==> src/rtl/assert_macros.svh <==
// Assertion macros shared by the cipher RTL.
// Depends on nothing; included by the files that carry concurrent checks.
`ifndef ASSERT_MACROS_SVH
`define ASSERT_MACROS_SVH

// Same-cycle implication, checked at every rising edge outside reset.
`define FBCM_ASSERT_IMP(lbl, clk, rstn, ante, cons) \
    lbl: assert property (@(posedge clk) disable iff (!(rstn)) (ante) |-> (cons)) \
        else $error("fbcm: implication check failed");

// Next-cycle implication.
`define FBCM_ASSERT_NXT(lbl, clk, rstn, ante, cons) \
    lbl: assert property (@(posedge clk) disable iff (!(rstn)) (ante) |=> (cons)) \
        else $error("fbcm: next-cycle check failed");

// Fixed-latency implication.
`define FBCM_ASSERT_DLY(lbl, clk, rstn, ante, dly, cons) \
    lbl: assert property (@(posedge clk) disable iff (!(rstn)) (ante) |-> ##dly (cons)) \
        else $error("fbcm: latency check failed");

`endif

==> src/rtl/fbcm_pkg.sv <==
// Shared types, constants and the S-box layer of the Magma cipher block.
// Depends on nothing; imported by fbcm_round, fbcm_core and the top level.
package fbcm_pkg;

    localparam int ROUND_COUNT = 32;
    localparam int ROT_LEFT    = 11;
    localparam logic [4:0] ROUND_LAST = 5'(ROUND_COUNT - 1);

    // chain_mode codes
    localparam logic [1:0] MODE_ECB = 2'd0;
    localparam logic [1:0] MODE_CBC = 2'd1;
    localparam logic [1:0] MODE_CFB = 2'd2;
    localparam logic [1:0] MODE_OFB = 2'd3;

    // register indexes (byte address = 8 * index)
    localparam logic [2:0] REG_SK01 = 3'd0;
    localparam logic [2:0] REG_SK23 = 3'd1;
    localparam logic [2:0] REG_SK45 = 3'd2;
    localparam logic [2:0] REG_SK67 = 3'd3;
    localparam logic [2:0] REG_IV   = 3'd4;
    localparam logic [2:0] REG_MODE = 3'd5;
    localparam logic [2:0] REG_DIR  = 3'd6;

    typedef logic [7:0][31:0] key_array_t;

    typedef struct packed {
        logic start;
        logic decrypt;
        logic ack;
    } fbcm_ctrl_t;

    typedef struct packed {
        logic idle;
        logic done;
    } fbcm_stat_t;

    localparam logic [3:0] SBOX [8][16] = '{
        '{4'hC, 4'hA, 4'h9, 4'h2, 4'hD, 4'h8, 4'h0, 4'hE,
          4'h6, 4'hB, 4'h1, 4'hC, 4'h7, 4'hF, 4'h5, 4'h1},
        '{4'hE, 4'hB, 4'h4, 4'hC, 4'h6, 4'hD, 4'hF, 4'hA,
          4'h2, 4'h3, 4'h8, 4'h1, 4'h0, 4'h7, 4'h5, 4'h9},
        '{4'h5, 4'h8, 4'h1, 4'hD, 4'hA, 4'h3, 4'h4, 4'h2,
          4'hE, 4'hF, 4'hC, 4'h7, 4'h6, 4'h0, 4'h9, 4'hB},
        '{4'h7, 4'hD, 4'hA, 4'h1, 4'h0, 4'h8, 4'h9, 4'hF,
          4'hE, 4'h4, 4'h6, 4'hC, 4'hB, 4'h2, 4'h5, 4'h3},
        '{4'h6, 4'hC, 4'h7, 4'h1, 4'h5, 4'hF, 4'hD, 4'h8,
          4'h4, 4'hA, 4'h9, 4'hE, 4'h0, 4'h3, 4'hB, 4'h2},
        '{4'h4, 4'hB, 4'hA, 4'h0, 4'h7, 4'h2, 4'h1, 4'hD,
          4'h3, 4'h6, 4'h8, 4'h5, 4'h9, 4'hC, 4'hF, 4'hE},
        '{4'hD, 4'hB, 4'h4, 4'h1, 4'h3, 4'hF, 4'h5, 4'h9,
          4'h0, 4'hA, 4'hE, 4'h7, 4'h6, 4'h8, 4'h2, 4'hC},
        '{4'h3, 4'hF, 4'hD, 4'h0, 4'h5, 4'h7, 4'hA, 4'h4,
          4'h9, 4'h2, 4'h3, 4'hE, 4'h6, 4'hB, 4'h8, 4'h4}
    };

    // Nibble n (n = 0 least significant) goes through S-box row n.
    function automatic logic [31:0] sbox_layer(input logic [31:0] din);
        logic [31:0] dout;
        dout = '0;
        for (int n = 0; n < 8; n++) begin
            dout[4*n +: 4] = SBOX[n][din[4*n +: 4]];
        end
        return dout;
    endfunction

endpackage

==> src/rtl/fbcm_round.sv <==
// One Magma round: key add, S-box layer, rotate left by 11, XOR.
// Depends on fbcm_pkg.
module fbcm_round (
    input  logic [31:0] half,
    input  logic [31:0] subkey,
    input  logic [31:0] other,
    output logic [31:0] mixed
);
    import fbcm_pkg::*;

    logic [31:0] sum;
    logic [31:0] sub;
    logic [31:0] rot;

    assign sum   = half + subkey;
    assign sub   = sbox_layer(sum);
    assign rot   = {sub[31-ROT_LEFT:0], sub[31:32-ROT_LEFT]};
    assign mixed = other ^ rot;

endmodule

==> src/rtl/fbcm_core.sv <==
// Round sequencer: runs one block through 32 rounds of the shared round unit.
// Depends on fbcm_pkg and fbcm_round.
module fbcm_core (
    input  logic                aclk,
    input  logic                aresetn,
    input  fbcm_pkg::fbcm_ctrl_t ctrl,
    input  logic [63:0]         block_in,
    input  fbcm_pkg::key_array_t keys,
    output fbcm_pkg::fbcm_stat_t stat,
    output logic [63:0]         block_out
);
    import fbcm_pkg::*;

    localparam logic [1:0] ST_IDLE = 2'd0;
    localparam logic [1:0] ST_RUN  = 2'd1;
    localparam logic [1:0] ST_DONE = 2'd2;

    logic [1:0]  state_reg, state_next;
    logic [4:0]  round_reg, round_next;
    logic        decrypt_reg, decrypt_next;
    logic [31:0] left_reg, left_next;
    logic [31:0] right_reg, right_next;
    logic        fwd;
    logic [2:0]  key_idx;
    logic [31:0] mixed;

    // Forward key order for the first 24 rounds (encrypt) or first 8 (decrypt).
    assign fwd     = decrypt_reg ? (round_reg[4:3] == 2'b00) : (round_reg[4:3] != 2'b11);
    assign key_idx = fwd ? round_reg[2:0] : ~round_reg[2:0];

    fbcm_round u_round (
        .half   (right_reg),
        .subkey (keys[key_idx]),
        .other  (left_reg),
        .mixed  (mixed)
    );

    always_comb begin
        state_next   = state_reg;
        round_next   = round_reg;
        decrypt_next = decrypt_reg;
        left_next    = left_reg;
        right_next   = right_reg;
        unique case (state_reg)
            ST_IDLE: begin
                if (ctrl.start) begin
                    left_next    = block_in[63:32];
                    right_next   = block_in[31:0];
                    decrypt_next = ctrl.decrypt;
                    round_next   = '0;
                    state_next   = ST_RUN;
                end
            end
            ST_RUN: begin
                left_next  = right_reg;
                right_next = mixed;
                round_next = round_reg + 5'd1;
                if (round_reg == ROUND_LAST) begin
                    state_next = ST_DONE;
                end
            end
            ST_DONE: begin
                if (ctrl.ack) begin
                    state_next = ST_IDLE;
                end
            end
            default: begin
                state_next = ST_IDLE;
            end
        endcase
    end

    always_ff @(posedge aclk) begin
        if (!aresetn) begin
            state_reg <= ST_IDLE;
            round_reg <= '0;
        end else begin
            state_reg <= state_next;
            round_reg <= round_next;
        end
    end

    always_ff @(posedge aclk) begin
        decrypt_reg <= decrypt_next;
        left_reg    <= left_next;
        right_reg   <= right_next;
    end

    // The last round leaves the halves unswapped: right half goes on top.
    assign block_out = {right_reg, left_reg};
    assign stat.idle = (state_reg == ST_IDLE);
    assign stat.done = (state_reg == ST_DONE);

endmodule

==> src/rtl/feistel_block_cipher_modes.sv <==
// Top level: register file, ECB/CBC/CFB/OFB chaining and the output register.
// Depends on fbcm_pkg, fbcm_core, fbcm_round and assert_macros.svh.
//
//   channel   direction  handshake            payload
//   config    in/out     psel/penable/pready  paddr, pwrite, pwdata, prdata
//   s_        in         s_valid/s_ready      s_data_block, s_first_block
//   m_        out        m_valid/m_ready      m_result_block
//
// A block goes from accept through 32 rounds in the single round unit (one round
// per cycle), then a done state that hands the result to the output register,
// then back to idle before the next block is accepted.
// Reset is synchronous on aresetn low; it clears config registers, output valid and chain value.
// A held output stalls only the finished core; the next block is taken
// while the previous result waits in m_result_block.
`include "assert_macros.svh"

module feistel_block_cipher_modes (
    input  logic        aclk,
    input  logic        aresetn,
    // configuration port
    input  logic        psel,
    input  logic        penable,
    input  logic        pwrite,
    input  logic [5:0]  paddr,
    input  logic [63:0] pwdata,
    output logic [63:0] prdata,
    output logic        pready,
    // input channel
    input  logic        s_valid,
    output logic        s_ready,
    input  logic [63:0] s_data_block,
    input  logic        s_first_block,
    // result channel
    output logic        m_valid,
    input  logic        m_ready,
    output logic [63:0] m_result_block
);
    import fbcm_pkg::*;

    // configuration registers
    logic [63:0] sk01_reg, sk23_reg, sk45_reg, sk67_reg;
    logic [63:0] iv_reg;
    logic [1:0]  mode_reg;
    logic        dir_reg;
    logic [2:0]  reg_idx;
    logic        cfg_wr;

    // per-transaction working registers
    logic [63:0] chain_reg, chain_next;
    logic [63:0] blk_reg;
    logic [63:0] cv_reg;
    logic [1:0]  op_mode_reg;
    logic        op_dir_reg;

    // output register
    logic        m_valid_reg, m_valid_next;
    logic [63:0] m_result_block_reg, m_result_next;

    logic        accept;
    logic        out_load;
    logic [63:0] chain_sel;
    logic [63:0] core_in;
    logic [63:0] core_out;
    key_array_t  keys;
    fbcm_ctrl_t  ctrl;
    fbcm_stat_t  stat;

    // ---------------- configuration port ----------------
    assign pready  = 1'b1;
    assign reg_idx = paddr[5:3];
    assign cfg_wr  = psel & penable & pwrite & pready;

    always_ff @(posedge aclk) begin
        if (!aresetn) begin
            sk01_reg <= '0;
            sk23_reg <= '0;
            sk45_reg <= '0;
            sk67_reg <= '0;
            iv_reg   <= '0;
            mode_reg <= MODE_ECB;
            dir_reg  <= 1'b0;
        end else if (cfg_wr) begin
            // drop writes to the unused index
            unique case (reg_idx)
                REG_SK01: sk01_reg <= pwdata;
                REG_SK23: sk23_reg <= pwdata;
                REG_SK45: sk45_reg <= pwdata;
                REG_SK67: sk67_reg <= pwdata;
                REG_IV:   iv_reg   <= pwdata;
                REG_MODE: mode_reg <= pwdata[1:0];
                REG_DIR:  dir_reg  <= pwdata[0];
                default: begin
                end
            endcase
        end
    end

    always_comb begin
        unique case (reg_idx)
            REG_SK01: prdata = sk01_reg;
            REG_SK23: prdata = sk23_reg;
            REG_SK45: prdata = sk45_reg;
            REG_SK67: prdata = sk67_reg;
            REG_IV:   prdata = iv_reg;
            REG_MODE: prdata = {62'd0, mode_reg};
            REG_DIR:  prdata = {63'd0, dir_reg};
            default:  prdata = '0;
        endcase
    end

    // k0 lives in the upper half of subkeys_0_1, k7 in the lower half of subkeys_6_7
    assign keys = {sk67_reg[31:0], sk67_reg[63:32], sk45_reg[31:0], sk45_reg[63:32],
                   sk23_reg[31:0], sk23_reg[63:32], sk01_reg[31:0], sk01_reg[63:32]};

    // ---------------- input side ----------------
    assign s_ready = stat.idle;
    assign accept  = s_valid & s_ready;

    // A first block of a chained mode restarts from the IV; ECB ignores the flag.
    assign chain_sel = ((mode_reg != MODE_ECB) && s_first_block) ? iv_reg : chain_reg;

    always_comb begin
        unique case (mode_reg)
            MODE_ECB: core_in = s_data_block;
            MODE_CBC: core_in = dir_reg ? s_data_block : (s_data_block ^ chain_sel);
            MODE_CFB: core_in = chain_sel;
            MODE_OFB: core_in = chain_sel;
            default:  core_in = s_data_block;
        endcase
    end

    // Only ECB and CBC run the cipher backwards; the stream modes always encrypt.
    assign ctrl.start   = accept;
    assign ctrl.decrypt = dir_reg & ((mode_reg == MODE_ECB) | (mode_reg == MODE_CBC));
    assign ctrl.ack     = out_load;

    always_ff @(posedge aclk) begin
        if (accept) begin
            blk_reg     <= s_data_block;
            cv_reg      <= chain_sel;
            op_mode_reg <= mode_reg;
            op_dir_reg  <= dir_reg;
        end
    end

    fbcm_core u_core (
        .aclk      (aclk),
        .aresetn   (aresetn),
        .ctrl      (ctrl),
        .block_in  (core_in),
        .keys      (keys),
        .stat      (stat),
        .block_out (core_out)
    );

    // ---------------- finish: mode post-processing ----------------
    // Move the core result out once the output register is free or draining.
    assign out_load = stat.done & (~m_valid_reg | m_ready);

    always_comb begin
        chain_next    = chain_reg;
        m_result_next = core_out;
        unique case (op_mode_reg)
            MODE_ECB: begin
                m_result_next = core_out;
            end
            MODE_CBC: begin
                if (op_dir_reg) begin
                    m_result_next = core_out ^ cv_reg;
                    chain_next    = blk_reg;
                end else begin
                    m_result_next = core_out;
                    chain_next    = core_out;
                end
            end
            MODE_CFB: begin
                m_result_next = blk_reg ^ core_out;
                chain_next    = op_dir_reg ? blk_reg : (blk_reg ^ core_out);
            end
            MODE_OFB: begin
                m_result_next = blk_reg ^ core_out;
                chain_next    = core_out;
            end
            default: begin
                m_result_next = core_out;
            end
        endcase
    end

    assign m_valid_next = out_load | (m_valid_reg & ~m_ready);

    always_ff @(posedge aclk) begin
        if (!aresetn) begin
            m_valid_reg <= 1'b0;
            chain_reg   <= '0;
        end else begin
            m_valid_reg <= m_valid_next;
            if (out_load) begin
                chain_reg <= chain_next;
            end
        end
    end

    always_ff @(posedge aclk) begin
        if (out_load) begin
            m_result_block_reg <= m_result_next;
        end
    end

    assign m_valid        = m_valid_reg;
    assign m_result_block = m_result_block_reg;

    // ---------------- checks ----------------
    // An accepted block occupies the core and blocks the input next cycle.
    `FBCM_ASSERT_NXT(a_accept_busy, aclk, aresetn, accept, !s_ready && !stat.done)
    // Hold a finished result in the core while the output stays blocked.
    `FBCM_ASSERT_NXT(a_done_hold, aclk, aresetn, stat.done && m_valid && !m_ready, stat.done)
    // Exactly 32 rounds sit between accept and a finished core.
    `FBCM_ASSERT_DLY(a_round_count, aclk, aresetn, accept, 33, stat.done)

endmodule

==> config.mk <==
export PLATFORM = sky130hd
export DESIGN_NAME = feistel_block_cipher_modes
export DESIGN_NICKNAME = d
export VERILOG_FILES = /design/src/rtl/fbcm_pkg.sv /design/src/rtl/fbcm_round.sv /design/src/rtl/fbcm_core.sv /design/src/rtl/feistel_block_cipher_modes.sv
export VERILOG_INCLUDE_DIRS = /design/src /design/src/rtl
export SDC_FILE = /design/constraint.sdc
export NUM_CORES = 2
export LEC_CHECK = 0
export BUFFER_PORTS_ARGS = -buffer_cell sky130_fd_sc_hd__buf_4
export CAP_MARGIN = 20
export CORE_MARGIN = 4
export CORE_UTILIZATION = 35
export CTS_CLUSTER_SIZE = 24
export DETAILED_ROUTE_END_ITERATION = 6
export HOLD_SLACK_MARGIN = 0.08
export MAX_ROUTING_LAYER = met4
export SETUP_SLACK_MARGIN = 0.05
export SLEW_MARGIN = 20
export SYNTH_ARGS = -nofsm -noshare
export SYNTH_HDL_FRONTEND = slang
export SYNTH_SLANG_ARGS = --single-unit
==> constraint.sdc <==
create_clock -name aclk -period 7.2 [get_ports aclk]
set_input_delay 1.08 -clock aclk [delete_from_list [all_inputs] [get_ports aclk]]
set_output_delay 1.08 -clock aclk [all_outputs]
set_load 0.01 [all_outputs]
==> results.toml <==
[grt]
grt_pass1_wl_um = 188000
grt-ovfl-total = 0
antenna_found_initial = 24
grt_start_max_net_pins = 233
grt_pass1_vias = 27900
globalRouteTotalUtil_pct = 22.8

[timing]
rsz0062_at_grt = "no"
worst_slew_pin_slew_ns = 1.17
fin_setup_tns_ns = 0
clock_skew_ns = 0.0210
finalCriticalPeriod_ns = 6.48
min_period_over_period_pct = 90.0
max_freq_ghz = 0.154
hold_ws_ns = 0.477
setup_viol = 0
slew_violations = 0
final-hold-violation-count = 0
slew_headroom_pct = 21.8
fin_ws_ns = 0.719

[synthesis]
syn_area_um2 = 36600
synth_ff_type = "dfxtp_1"
ys_seq_area_share_pct = 42.9
synth_top_cell_by_area = "dfxtp_1"
ys_ff_latch = 655
synth_cells = 3830
syn-num-nets = 4049
avgSynthCellArea_um2 = 9.56
yosys_warnings = 0
synthArstFlopShare_pct = 0
synth_top_area_share_pct = 21.6
netlist-cell-type-count = 81
synth-edff-count = 260
synthTopCellsByArea = "dfxtp_1 (22%), edfxtp_1 (21%), mux4_2 (8.3%)"

[critical_path]
crit_family = "multiplexers"
critPathMaxFanout = 49
r2r_slack_ns = 0.72
path_buf_inv = 2
r2r_cells = 18
worstSetupPathType = "reg2reg"
worst_setup_path_end_kind = "flip-flop"
worstPathRequired_ns = 7.58
cp_cell_sequence = "maj3_1 -> xnor2_2 -> buf_12 -> mux4_2 -> mux2_2 -> ha_1 -> a21oi_1 -> o221a_2 -> a2111oi_2 -> o21ai_0 -> nand2b_1 -> xnor2_1 -> inv_1 -> ha_1 -> mux2i_1 -> mux2i_1 -> xor2_1 -> mux2_2"
slowest_delay_ns = 0.78
arrival_ns = 6.86
timing.rr.end = "u_core.right_reg[2]"
reg2reg_from = "u_core.decrypt_reg"
critPathSlowestCell = "a2111oi_2"
worstSetupStartpointType = "flip-flop"

[cts]
clockBufferDepth = 3
cts-buffers-inserted = 72
root_buffer = "clkbuf_16"
clkSinkCount = 655
post_cts_buffers = 0
h-tree-depth = 3
cts_hold_buf = 0
cts_tree = "built"
cts_resized = 0
clk_pin_slew_ns = 0.06
clock_latency_ns = 0.63

[power_and_ir_drop]
finalPower_mw = 9.07
powerDensity_nw_per_um2 = 215
vdd_drop_max_uv = 142
cellLeakagePower_nw = 15.6

[placement]
dpl_cell_area_um2 = 39800
port_buffers = 268
place_inst = 5235
dp_slack_ns = 0.862
place_congestion = 0.955
dpl.hpwl_um = 84000

[floorplanning]
rows = 118
die_x_um = 331
die_area_um2 = 110000
start_util_pct = 35.3
die_h_um = 331
io_pins = 273
core_um2 = 104000

[drt]
via_per_inst = 5.57
wl_per_cell_um = 23.7
ant_nets = 0
drtIter0Drc = 3076
dr_total_vias = 30000
wl_um = 128000
firstDrtPassIters = 6
drc_errors = 0

[final_layout]
fin_area_um2 = 42200
final_cells = 5388
n_fill_cell = 10100
utilization_pct = 40.7
area_growth_syn_to_layout_pct = 15.1
drive_gt1_share_pct = 18.1
final_nets = 4149

[status]
status = "finished, final reports clean"

[job]
cap_viol_max_count = 0

[hold_path]
hold_path_end = "sk67_reg[48]"
whs_path_depth = 2
min-delay-start = "sk67_reg[48]"
min_path_type = "reg2reg"
-- worst register-to-register path, delay by kind of cell, from the launching register on --
kind	cells	cell delay [ns]
muxes	5	1.73
AOI/OAI and AO/OA	4	1.53
adders and majority gates	3	1.23
xor gates and xnor gates	3	0.69
buffers and inverters	2	0.51
DFF	1	0.37
and+or+nand+nor	1	0.17
-- cell usage after synthesis (all sizes together) (73+ instances only) --
library cell,n
a21boi,329
nand2b,73
edfxtp,260
xnor2,104
o21ai,245
mux4,135
inv,131
nor2b,75
nand2,780
dfxtp,395
clkbuf,243
a21oi,194
mux2,118
ha,76
-- cell usage in the layout (no fill, tap or decap), types with 16 or more instances in the layout --
master / count
mux4_2: 135
a21boi_0: 328
nor2_1: 63
nand2_1: 777
clkbuf_1: 23
mux2i_1: 46
o22ai_1: 68
edfxtp_1: 260
and3_1: 16
nand3_1: 60
mux2_2: 116
o21ai_0: 237
nand2b_1: 72
xor2_1: 19
a31oi_1: 68
dfxtp_1: 395
o211a_1: 68
buf_4: 309
inv_1: 129
a22oi_1: 66
clkbuf_16: 75
diode_2: 22
xnor2_1: 100
nor2b_1: 71
clkinv_2: 16
a21oi_1: 192
ha_1: 76
-- worst max-delay path by stage --
stage / from / endpoint / slack, ns / cells past startpoint
6_report: u_core.decrypt_reg / u_core.right_reg[2] / 0.72 / 18
5_1_grt: u_core.decrypt_reg / u_core.right_reg[2] / 0.42 / 18
4_1_cts: u_core.decrypt_reg / u_core.right_reg[2] / 0.84 / 18
3_5_place_dp: u_core.decrypt_reg / u_core.right_reg[2] / 0.86 / 18
3_3_place_gp: u_core.decrypt_reg / u_core.right_reg[2] / 0.92 / 18
2_1_floorplan: u_core.decrypt_reg / u_core.right_reg[1] / 1.42 / 17
-- report_power, final --
part	internal (mW)	total, mW	switching (mW)
Combinational	0.533	1.29	0.753
Sequential	4.01	4.18	0.173
Clock	2.03	3.60	1.57
Total	6.57	9.07	2.50
-- routing by layer --
layer	part of all wire, %	track usage [%]	vias to the layer above
met2	45	34.4	1146
met5	0	-	-
li1	-	-	14000
met1	45	31.5	14800
met3	8.1	4.93	141
met4	2.0	5.54	0
-- area by class of cell --
| class | count | area (µm²) | area share [%] |
|---|---|---|---|
| Timing Repair Buffer | 316 | 2460 | 5.84 |
| Clock inverter | 21 | 121 | 0.288 |
| Sequential cell | 655 | 15700 | 37.3 |
| Clock buffer | 109 | 2110 | 5.01 |
| Inverter | 131 | 498 | 1.18 |
| Antenna cell | 22 | 55.1 | 0.131 |
| Tap cell | 1380 | 1730 | 4.09 |
| Multi-Input combinational cell | 2754 | 19500 | 46.2 |
-- cell families after synthesis --
logic type,count (synthesis),synth area share [%]
AND/OR/NAND/NOR,1121,13.2
buffers and inverters,421,4.40
XOR/XNOR,123,2.96
adder cells (fa/ha/maj),78,2.68
AO/OA/AOI/OAI,1132,20.6
multiplexers,299,13.2
other,1,0.0102
flip-flops,655,42.9
No activity file was read; power rests on OpenSTA's default activity.
